**config.mk**
```make
export PLATFORM = sky130hd
export DESIGN_NAME = clae_cell
export DESIGN_NICKNAME = d
export VERILOG_FILES = /design/src/hw/rtl/clae_pkg.sv /design/src/hw/rtl/clae_cell.sv
export SDC_FILE = /design/constraint.sdc
export NUM_CORES = 1
export LEC_CHECK = 0
export BUFFER_PORTS_ARGS = -buffer_cell sky130_fd_sc_hd__buf_4
export CAP_MARGIN = 20
export CORE_MARGIN = 2
export CORE_UTILIZATION = 38
export DETAILED_ROUTE_END_ITERATION = 6
export PLACE_DENSITY = 0.81
export SETUP_SLACK_MARGIN = 0.15
export SYNTH_ARGS = -nofsm -noshare
export SYNTH_HDL_FRONTEND = slang
export SYNTH_SLANG_ARGS = --single-unit
```
**constraint.sdc**
```tcl
create_clock -name clk -period 4.7 [get_ports clk]
set_clock_uncertainty 0.2 [all_clocks]
set_input_delay 0.94 -clock clk [delete_from_list [all_inputs] [get_ports clk]]
set_output_delay 0.94 -clock clk [all_outputs]
set_load 0.01 [all_outputs]
```
**src/hw/rtl/clae_pkg.sv**
```systemverilog
// Shared opcodes, status codes and cell control type for the cursor list engine.
package clae_pkg;

    localparam logic [3:0] OP_INSERT  = 4'd0;
    localparam logic [3:0] OP_REMOVE  = 4'd1;
    localparam logic [3:0] OP_REPLACE = 4'd2;
    localparam logic [3:0] OP_CLEAR   = 4'd3;
    localparam logic [3:0] OP_BEGIN   = 4'd4;
    localparam logic [3:0] OP_END     = 4'd5;
    localparam logic [3:0] OP_NEXT    = 4'd6;
    localparam logic [3:0] OP_PRIOR   = 4'd7;
    localparam logic [3:0] OP_READ    = 4'd8;
    localparam logic [3:0] OP_MOVE    = 4'd9;
    localparam logic [3:0] OP_FIND    = 4'd10;

    localparam logic [2:0] ST_OK       = 3'd0;
    localparam logic [2:0] ST_NOT_DONE = 3'd1;
    localparam logic [2:0] ST_FULL     = 3'd2;
    localparam logic [2:0] ST_EMPTY    = 3'd3;
    localparam logic [2:0] ST_BAD_POS  = 3'd4;

    localparam logic [1:0] SH_NONE = 2'd0;
    localparam logic [1:0] SH_UP   = 2'd1;
    localparam logic [1:0] SH_DN   = 2'd2;

    localparam logic       REG_CAPACITY = 1'b0;
    localparam logic [6:0] CAP_RESET    = 7'd64;

    typedef struct packed {
        logic [1:0] shift;
        logic       load;
    } cell_ctl_t;

endpackage

```
**src/hw/rtl/clae_cell.sv**
```systemverilog
// One list slot: holds an entry, shifts with its neighbors, flags a key match.
module clae_cell
    import clae_pkg::*;
#(
    parameter int IDX = 0,
    parameter int VW  = 32,
    parameter int NW  = 7
)
(
    input  logic            clk,
    input  cell_ctl_t       ctl,
    input  logic [NW-1:0]   lo,
    input  logic [NW-1:0]   hi,
    input  logic [NW-1:0]   ld_idx,
    input  logic [VW-1:0]   ld_val,
    input  logic [VW-1:0]   left_data,
    input  logic [VW-1:0]   right_data,
    input  logic [VW-1:0]   key,
    output logic [VW-1:0]   data,
    output logic            match
);

    localparam logic [NW-1:0] MY = NW'(IDX);

    logic [VW-1:0] data_reg;
    logic [VW-1:0] data_next;

    always_comb
    begin
        data_next = data_reg;
        if (ctl.load && ld_idx == MY)
        begin
            data_next = ld_val;
        end
        else
        begin
            case (ctl.shift)
                SH_UP:
                begin
                    if (MY > lo && MY <= hi)
                    begin
                        data_next = left_data;
                    end
                end
                SH_DN:
                begin
                    if (MY >= lo && MY < hi)
                    begin
                        data_next = right_data;
                    end
                end
                default:
                begin
                    data_next = data_reg;
                end
            endcase
        end
    end

    always_ff @(posedge clk)
    begin
        data_reg <= data_next;
    end

    assign data  = data_reg;
    assign match = (data_reg == key);

endmodule

```
==> metrics.md, run 1 <==
| Metric | Value |
|---|---|
| CTS Sinks | `32` |
| Post-CTS setup buffer count | `0` |
| Crit-path leading delay family | `simple AND/OR/NAND/NOR gates` |
| Synth area leaders | `edfxtp_1 46%, mux2i_1 15%, xor2_1 14%, a21oi_1 7.7%, nor2_1 6.0%` |
| Most frequent CP cell | `buf_4` |
| Synthesis Warnings | `0` |
| Adder-Cell Fraction of Synth Area | `0%` |
| Via Count | `about 2200` |
| CP endpoint kind | `primary output` |
| Most frequent cells in the layout | `187 x buf_4, 33 x nor2_1` |
| Max_cap viols | `0` |
| Compound-Gate Fraction of Synth Area | `roughly 8%` |
| Mux contribution to synthesized area | `15.4%` |
| Share of cells above drive strength 1 | `between 50 and 60%` |
| WS Path Type | `primary input to primary output` |
| Largest net degree at the start of global routing | `66` |
| Worst Hold Path Cells | `3` |
| RSZ-0062 raised after global routing | `false` |
| Vias in the first global route | `2270` |
| Status | `finished clean` |
| Most common cell after layout, fill and taps aside | `buf_4` |
| Number of antenna diodes | `0` |
| Vias per Instance | `4.82` |
| Tcrit/Tclk final | `around two thirds` |
| Max FFs per register | `32` |
| Global-route wire length before repair | `roughly 11000 um` |
| Fill cells | `433` |
| Post-synth cell types | `17` |
| Final wirelength | `6830 um` |
| Top cell type's share of synthesized area | `46.3%` |
| Main combinational cell family by area after synthesis | `multiplexers` |
| Area of the multi-input gates | `around 0.0010 mm2` |
| WL/cell | `15.3 um` |
| Total GRT Usage | `a little under a quarter` |
| Post-route antenna net violation count | `0` |
| Slew Limit Fails | `0` |
| CTS tree | `done` |
| CP peak stage delay | `0.37 ns` |
| Synth Net Count | `between 300 and 400` |
| Clk slew on worst S/H paths | `~0.070 ns` |
| Remaining DRCs | `0` |
| Setup TNS Final | `0 ns` |
| Final weighted congestion in routability-driven placement | `~0.83` |
| Area of the die | `0.00607 mm2` |
| CP Launch Type | `primary input` |
| Flops & latches, synth | `32` |
| Root Driver | `clkbuf_8` |
| Critical path's slowest cell | `nor4_1` |
| CP max FO | `1` |
| Synth Instances | `192` |
| Site Rows | `26` |
| Clk buf depth | `2` |
| Crit-path cells | `buf_4 -> xor2_1 -> nor4_1 -> nand4_1 -> nor2_1 -> buf_4` |
| # port buffers | `between 150 and 200` |
| Hold_ws | `between 0.7 and 0.8 ns` |
| Static leakage | `~1.6 nW` |
| Critical path depth | `6` |
| DRT iter0 DRCs | `around 140` |
| Simple-Gate Fraction of Synth Area | `11.9%` |
| HPWL Detailed | `between 5000 and 6000 um` |
| CTS H-tree depth | `2` |
| Hold buffer count at cts | `0` |
| Chip Width | `77.9 um` |
| Die height | `approximately 78 um` |
| Syn avg cell area | `between 10 and 15 um2` |
| Arr. time, crit path | `roughly 2 ns` |
| Max Fclk | `~310 MHz` |
| Worst-margin pin slew | `slightly above 1 ns` |
| Num CTS Buffers | `5` |
| Core region area | `around 0.0052 mm2` |
| Cell taking the most area after synthesis | `edfxtp_1` |
| Nets | `~530` |
| Hold WC Path Type | `primary input to flop` |
| Initial antenna violation count | `0` |
| Syn Std Cell Area | `slightly above 0.002 mm2` |
| Register area share after synthesis | `46.3%` |
| Gr ovfl total | `0` |
| IO Count | `roughly 190` |
| Detailed Routing Iterations Pass 1 | `4` |
| CP required | `about 3.6 ns` |
| Worst rel slew slack | `around 32%` |
| Initial core utilization | `39.9%` |
| Storage element area | `approximately 960 um2` |
| Post-Synth XOR/XNOR Area | `~14%` |
| Post_cts resized | `0` |
| Worst vdd ir | `0.146 mV` |
| PwrDens | `189 mW/mm2` |
| Buf/Inv on CP | `2` |
| Minimum clock period | `~3.2 ns` |
| Setup-failing EPs final | `0` |
| Area grow syn2layout | `71.9%` |
| Hold violation total from the final report | `0` |
==> final timing paths <==
path / startpoint / to / slack, ns
worst min-delay path: ld_val[16] / data[16] / 0.79
worst max-delay path: key[29] / match / 1.52
==> report_power, final <==
part / internal (mW) / total (mW) / switching [mW]
registers: 0.318 / 0.319 / 0.00114
clock network: 0.103 / 0.195 / 0.0924
logic: 0.110 / 0.159 / 0.0488
total: 0.531 / 0.674 / 0.142
==> logic make-up after synthesis <==
group                     count (synthesis)
and+or+nand+nor                          52
AOI/OAI and AO/OA                        33
xor gates and xnor gates                 32
muxes                                    32
DFF                                      32
buffers and inverters                    11
==> synthesized netlist by cell type, drive strengths merged <==
master  number
nor4b        1
or4          1
o21ai        1
buf         10
mux2i       32
clkbuf       1
xor2        32
nor2        33
nand2        1
a21oi       32
nor2b        1
nor4        11
nand4        2
nand3        1
edfxtp      32
nor3         1
==> metrics by stage <==
stage          power, mW  cell area, um2  std cells  setup WS (ns)  utilization (%)
6_report           0.674            3570        446           1.52             68.5
5_1_grt            0.704            3570        446           1.41             68.5
4_1_cts            0.679            3570        446           1.48             68.5
3_5_place_dp       0.485            3490        438           1.48             67.0
3_3_place_gp       0.480            3490        438           1.46             67.0
2_1_floorplan      0.375            2080        192          0.279                -
==> tightest hold or removal path: stages <==
cell and delay (ns):
buf_4 0.08, nor2_1 0.03, a21oi_1 0.10
==> layer usage <==
metal	track usage, %	vias up	part of all wire [%]
li1	-	1062	-
met1	25.8	958	38
met2	40.6	116	51
met3	5.23	14	8.2
met4	8.42	0	2.1
met5	0	-	0
==> area by class of cell <==
cell class                      instances  area share [%]
Multi-Input combinational cell        149            29.0
Clock inverter                          1           0.105
Sequential cell                        32            26.9
Tap cell                               70            2.46
Clock buffer                            7            2.14
Timing Repair Buffer                  187            39.4
(Power assumes the default switching activity.)
==> run 2, diff against run 1 <==
--- a/config.mk
+++ b/config.mk
@@ -8,9 +8,9 @@
 export BUFFER_PORTS_ARGS = -buffer_cell sky130_fd_sc_hd__buf_4
 export CAP_MARGIN = 20
 export CORE_MARGIN = 2
-export CORE_UTILIZATION = 38
+export CORE_UTILIZATION = 34
 export DETAILED_ROUTE_END_ITERATION = 6
-export PLACE_DENSITY = 0.81
+export PLACE_DENSITY = 0.77
 export SETUP_SLACK_MARGIN = 0.15
 export SYNTH_ARGS = -nofsm -noshare
 export SYNTH_HDL_FRONTEND = slang
==> constraint.sdc (replaced) <==
create_clock -name clk -period 2.86 [get_ports clk]
set_clock_uncertainty 0.2 [all_clocks]
set_input_delay 0.572 -clock clk [delete_from_list [all_inputs] [get_ports clk]]
set_output_delay 0.572 -clock clk [all_outputs]
set_load 0.01 [all_outputs]
==> run 2 against run 1 <==
Effect of this change:
- sequential share of layout area decreased by 0.16 points
- final cell count rose by 1.6%
- global-route usage fell by 3.5 points
- non-clock buffer count increased by 2
- total power increased by 64%
- hold slack got worse by 0.38 ns
- via count down 1.1%
- setup slack got worse by 1.1 ns
- sequential cell count is the same
- critical path depth fell by 1
- critical path type is now flop to primary output
- critical endpoint unchanged
- largest power group unchanged
==> metrics.md, run 2 (same netlist as run 1, synthesis figures left out) <==
| Metric | Value |
|---|---|
| Gr ovfl total | `0` |
| Total GRT Usage | `a little under a fifth` |
| Crit-path leading delay family | `simple AND/OR/NAND/NOR gates` |
| Global-route wire length before repair | `roughly 9600 um` |
| Buf/Inv on CP | `1` |
| Largest net degree at the start of global routing | `36` |
| Area grow syn2layout | `72.9%` |
| Minimum clock period | `between 2 and 2.5 ns` |
| Static leakage | `~1.6 nW` |
| Area after DPL | `0.00351 mm2` |
| Tcrit/Tclk final | `84.7%` |
| Root Driver | `clkbuf_8` |
| Non-filler cells, final | `about 450` |
| Hold violation total from the final report | `0` |
| Seq pwr share | `47.4%` |
| Most common cell after layout, fill and taps aside | `buf_4` |
| Clk buf depth | `2` |
| Crit-path cells | `xor2_1 -> nor4_1 -> nand4_1 -> nor2_1 -> buf_4` |
| Hold buffer count at cts | `0` |
| Post-CTS setup buffer count | `0` |
| Final design utilization | `60.6%` |
| Switching pwr | `0.234 mW` |
| Final weighted congestion in routability-driven placement | `0.853` |
| Post-route antenna net violation count | `0` |
| Most frequent cells in the layout | `189 x buf_4, 33 x nor2_1` |
| Worst vdd ir | `approximately 0.22 mV` |
| Hold WC Path Type | `primary input to flop` |
| CP max FO | `2` |
| Arr. time, crit path | `about 1.7 ns` |
| CP Launch Type | `flop` |
| Worst-margin pin slew | `~1.0 ns` |
| Max FFs per register | `32` |
| Slew Limit Fails | `0` |
| Detailed Routing Iterations Pass 1 | `7` |
| Post_cts resized | `0` |
| WL/cell | `about 15 um` |
| Core region area | `around 0.006 mm2` |
| Vias per Instance | `~4.7` |
| Cell area after layout | `around 0.0036 mm2` |
| DRT iter0 DRCs | `81` |
| Status | `finished clean` |
| IO Count | `around 190` |
| Inst Count DP | `445` |
| Sw Share | `21.2%` |
| Remaining DRCs | `0` |
| Max_cap viols | `0` |
| Clk slew on worst S/H paths | `approximately 0.070 ns` |
| Via Count | `2126` |
| # port buffers | `between 150 and 200` |
| Critical path's slowest cell | `edfxtp_1` |
| Num CTS Buffers | `5` |
| CTS Sinks | `32` |
| Initial antenna violation count | `0` |
| Nets | `530` |
| RSZ-0062 raised after global routing | `false` |
| Max Fclk | `approximately 410 MHz` |
| CTS tree | `done` |
| Initial core utilization | `35.1%` |
| HPWL Detailed | `between 5000 and 6000 um` |
| Vias in the first global route | `2068` |
| CP peak stage delay | `~0.41 ns` |
| CP required | `approximately 2.1 ns` |
| Internal | `about 0.87 mW` |
| CTS H-tree depth | `2` |
| Chip Width | `82.1 um` |
| Setup TNS Final | `0 ns` |
| Worst rel slew slack | `a little under a third` |
| Area of the die | `slightly below 0.007 mm2` |
| Die height | `around 82 um` |
| Site Rows | `28` |
| Share of cells above drive strength 1 | `around 52%` |
| Fin worst setup slack | `about 0.44 ns` |
| Setup WS pre-CTS | `0.296 ns` |
| PwrDens | `about 310 mW/mm2` |
| Final wirelength | `around 6700 um` |
| CP endpoint kind | `primary output` |
| Number of antenna diodes | `0` |
| Combinational share of power | `a little under a quarter` |
| Setup-failing EPs final | `0` |
| Clock share of power | `just under 30%` |
| WS Path Type | `flop to primary output` |
run 2: changes by cell type in the layout (fill, tap and decap cells not counted), sizes merged:
cell,before,now
buf,187,189
run 2: per-layer routing:
layer  global-route usage, %  part of all wire [%]
met5                       0                     0
met4                    5.50                   1.3
met3                    5.33                   9.5
met2                    35.7                    56
met1                    20.8                    33
run 2: layout make-up:
class / instances / area [um2]
clock inverters: 1 / 3.75
clock buffers: 7 / 76.3
repair buffers: 189 / 1420
well taps: 75 / 93.8
fillers: 520 / 2330
multi-input cells: 149 / 1030
flip-flops and latches: 32 / 961
run 2: final timing paths:
| path | endpoint | depth (start not counted) | from |
|---|---|---|---|
| max | match | 5 | data[27] |
| min | data[8] | 3 | ld_val[8] |
run 2: through the flow:
stage	hold WS [ns]	total power, mW
after floorplan	0.602	0.617
after global placement	0.691	0.790
after detailed placement	0.697	0.796
after CTS	0.404	1.12
after global routing	0.407	1.17
final	0.412	1.11
run 2: power by group through the flow:
stage | Combinational [mW] | Sequential [mW] | Clock [mW]
after detailed placement | 0.261 | 0.535 | 0
final | 0.260 | 0.525 | 0.322
after global placement | 0.255 | 0.535 | 0
after global routing | 0.281 | 0.525 | 0.363
after floorplan | 0.0810 | 0.536 | 0
after CTS | 0.262 | 0.525 | 0.337
==> run 3, diff against run 2 <==
--- a/config.mk
+++ b/config.mk
@@ -8,9 +8,9 @@
 export BUFFER_PORTS_ARGS = -buffer_cell sky130_fd_sc_hd__buf_4
 export CAP_MARGIN = 20
 export CORE_MARGIN = 2
-export CORE_UTILIZATION = 34
+export CORE_UTILIZATION = 38
 export DETAILED_ROUTE_END_ITERATION = 6
-export PLACE_DENSITY = 0.77
+export PLACE_DENSITY = 0.81
 export SETUP_SLACK_MARGIN = 0.15
 export SYNTH_ARGS = -nofsm -noshare
 export SYNTH_HDL_FRONTEND = slang
==> constraint.sdc (replaced) <==
create_clock -name clk -period 2.4 [get_ports clk]
set_clock_uncertainty 0.2 [all_clocks]
set_input_delay 0.48 -clock clk [delete_from_list [all_inputs] [get_ports clk]]
set_output_delay 0.48 -clock clk [all_outputs]
set_load 0.01 [all_outputs]
==> run 3 against run 2 <==
Effect of this change:
- the flow now finishes with violations (negative setup slack)
- design area increased by 1.7%
- clock-buffer cell count decreased by 2
- sequential share of layout area fell by 0.45 points
- sequential cell count did not move
- sequential power grew 19%
- die area shrank 10%
- global-route usage increased by 3.2 points
- non-clock buffer count is 4 higher
- wire length rose by 4.7%
- setup slack got worse by 0.44 ns
- via count rose by 1.9%
- utilization grew 9.5 points
==> metrics.md, run 3 (same netlist as run 1, synthesis figures left out) <==
| Metric | Value |
|---|---|
| Status | `finished with violations` |
| DRT iter0 DRCs | `60` |
| Gr ovfl total | `0` |
| Chip Width | `about 80 um` |
| HPWL Detailed | `between 5000 and 6000 um` |
| Die height | `approximately 78 um` |
| Worst rel slew slack | `between 60% and 70%` |
| Number of antenna diodes | `0` |
| Largest net degree at the start of global routing | `34` |
| CTS H-tree depth | `2` |
| Static leakage | `between 1.5 and 2 nW` |
| Vias in the first global route | `approximately 2100` |
| Worst vdd ir | `roughly 0.24 mV` |
| Global-route wire length before repair | `10500 um` |
| Root Driver | `clkbuf_8` |
| CTS Sinks | `32` |
| Final design utilization | `70.1%` |
| Initial antenna violation count | `0` |
| Worst Min Path Start | `ld_val[20]` |
| Via Count | `between 2000 and 2500` |
| Area of the die | `between 0.006 and 0.007 mm2` |
| Most common cell after layout, fill and taps aside | `buf_4` |
| Setup-failing EPs final | `1` |
| # port buffers | `between 150 and 200` |
| Critical path depth | `5` |
| Clk buf depth | `2` |
| Vias per Instance | `4.78` |
| Final weighted congestion in routability-driven placement | `just over 0.8` |
| Clk slew on worst S/H paths | `0.07 ns` |
| Worst Hold Path Cells | `3` |
| CTS tree | `done` |
| CP required | `1.72 ns` |
| Hold buffer count at cts | `0` |
| Num CTS Buffers | `5` |
| Buf/Inv on CP | `1` |
| WS Path Type | `flop to primary output` |
| Fin worst setup slack | `-0.00126 ns` |
| Core region area | `around 0.0052 mm2` |
| Post-route antenna net violation count | `0` |
| Hold Path Sink | `data[20]` |
| Initial core utilization | `between 30% and 40%` |
| Detailed Routing Iterations Pass 1 | `6` |
| Max FFs per register | `32` |
| Total GRT Usage | `22.2%` |
| Most frequent cells in the layout | `193 x buf_4, 33 x nor2_1` |
| WL/cell | `roughly 15 um` |
| Crit-path cells | `xor2_1 -> nor4_1 -> nand4_1 -> nor2_1 -> buf_4` |
| Arr. time, crit path | `roughly 1.7 ns` |
| Area grow syn2layout | `75.8%` |
| IO Count | `roughly 190` |
| Hold WC Path Type | `primary input to flop` |
| CP max FO | `2` |
| RSZ-0062 raised after global routing | `true` |
| Final wirelength | `6990 um` |
| Slew Limit Fails | `0` |
| CP endpoint kind | `primary output` |
| CP Launch Type | `flop` |
| Worst-margin pin slew | `around 0.56 ns` |
| Max_cap viols | `0` |
| Tcrit/Tclk final | `100%` |
| Critical path's slowest cell | `nor4_1` |
| Site Rows | `26` |
| Cell area after layout | `0.00365 mm2` |
| CP peak stage delay | `roughly 0.48 ns` |
| Crit-path leading delay family | `simple AND/OR/NAND/NOR gates` |
| PwrDens | `365 mW/mm2` |
| Max Fclk | `about 420 MHz` |
| Minimum clock period | `about 2.4 ns` |
| Area after DPL | `~0.0035 mm2` |
| Hold violation total from the final report | `0` |
| Share of cells above drive strength 1 | `between 50% and 60%` |
| Remaining DRCs | `0` |
| Nets | `535` |
| Violated checks | `negative setup slack` |
## run 3: cell count changes in the layout (fill, tap and decap cells not counted), sizes merged
cell    before  now
clkbuf       7    5
o21ai        1    2
buf        189  193
clkinv       1    3
## run 3: power breakdown
part | total [mW] | internal (mW) | switching (mW)
logic | 0.316 | 0.218 | 0.0980
clock network | 0.392 | 0.197 | 0.195
registers | 0.625 | 0.623 | 0.00230
## run 3: cell type report
cell class              count  area, um2
fillers                   422       1560
repair buffers            193       1450
multi-input cells         150       1070
flip-flops and latches     32        961
well taps                  70       87.6
clock buffers               5       68.8
clock inverters             3       13.8
## run 3: worst max-delay path by stage
| stage | startpoint | to | slack [ns] |
|---|---|---|---|
| finish | data[25] | match | -0.001 |
| global route | data[13] | match | -0.03 |
| CTS | data[13] | match | 0.02 |
| detailed placement | lo[3] | data[11] | -0.007 |
| global placement | lo[3] | data[19] | -0.01 |
| floorplan | ctl[2] | data[0] | 0.17 |
## run 3: tightest hold or removal path, delay by kind of cell
kind                   cells  cell delay, ns
AOI/OAI and AO/OA          1            0.10
buffers and inverters      1            0.08
and+or+nand+nor            1            0.03
## run 3: layer usage
metal | vias up | global-route usage (%) | wire (um)
met2 | 103 | 40.3 | 3820
li1 | 1079 | - | -
met5 | - | 0 | 0
met1 | 980 | 25.8 | 2630
met4 | 0 | 6.84 | 59
met3 | 5 | 5.23 | 482
## run 3: through the flow
stage	setup slack, ns	power [mW]	std cells	TNS [ns]	hold slack (ns)
after floorplan	0.171	0.735	192	0	0.510
after global placement	-0.0126	0.943	442	-0.362	0.600
after detailed placement	-0.00682	0.951	442	-0.167	0.604
after CTS	0.0185	1.34	452	0	0.312
after global routing	-0.0319	1.39	453	-0.0319	0.323
final	-0.00126	1.33	453	-0.00126	0.321
## run 3: repair_timing
item / in CTS / in global routing
setup buffers: 2 / 0
resized for setup: 3 / 1
gates cloned: 0 / 1
pin swaps: 2 / 1
setup endpoints to repair: 1 / 33
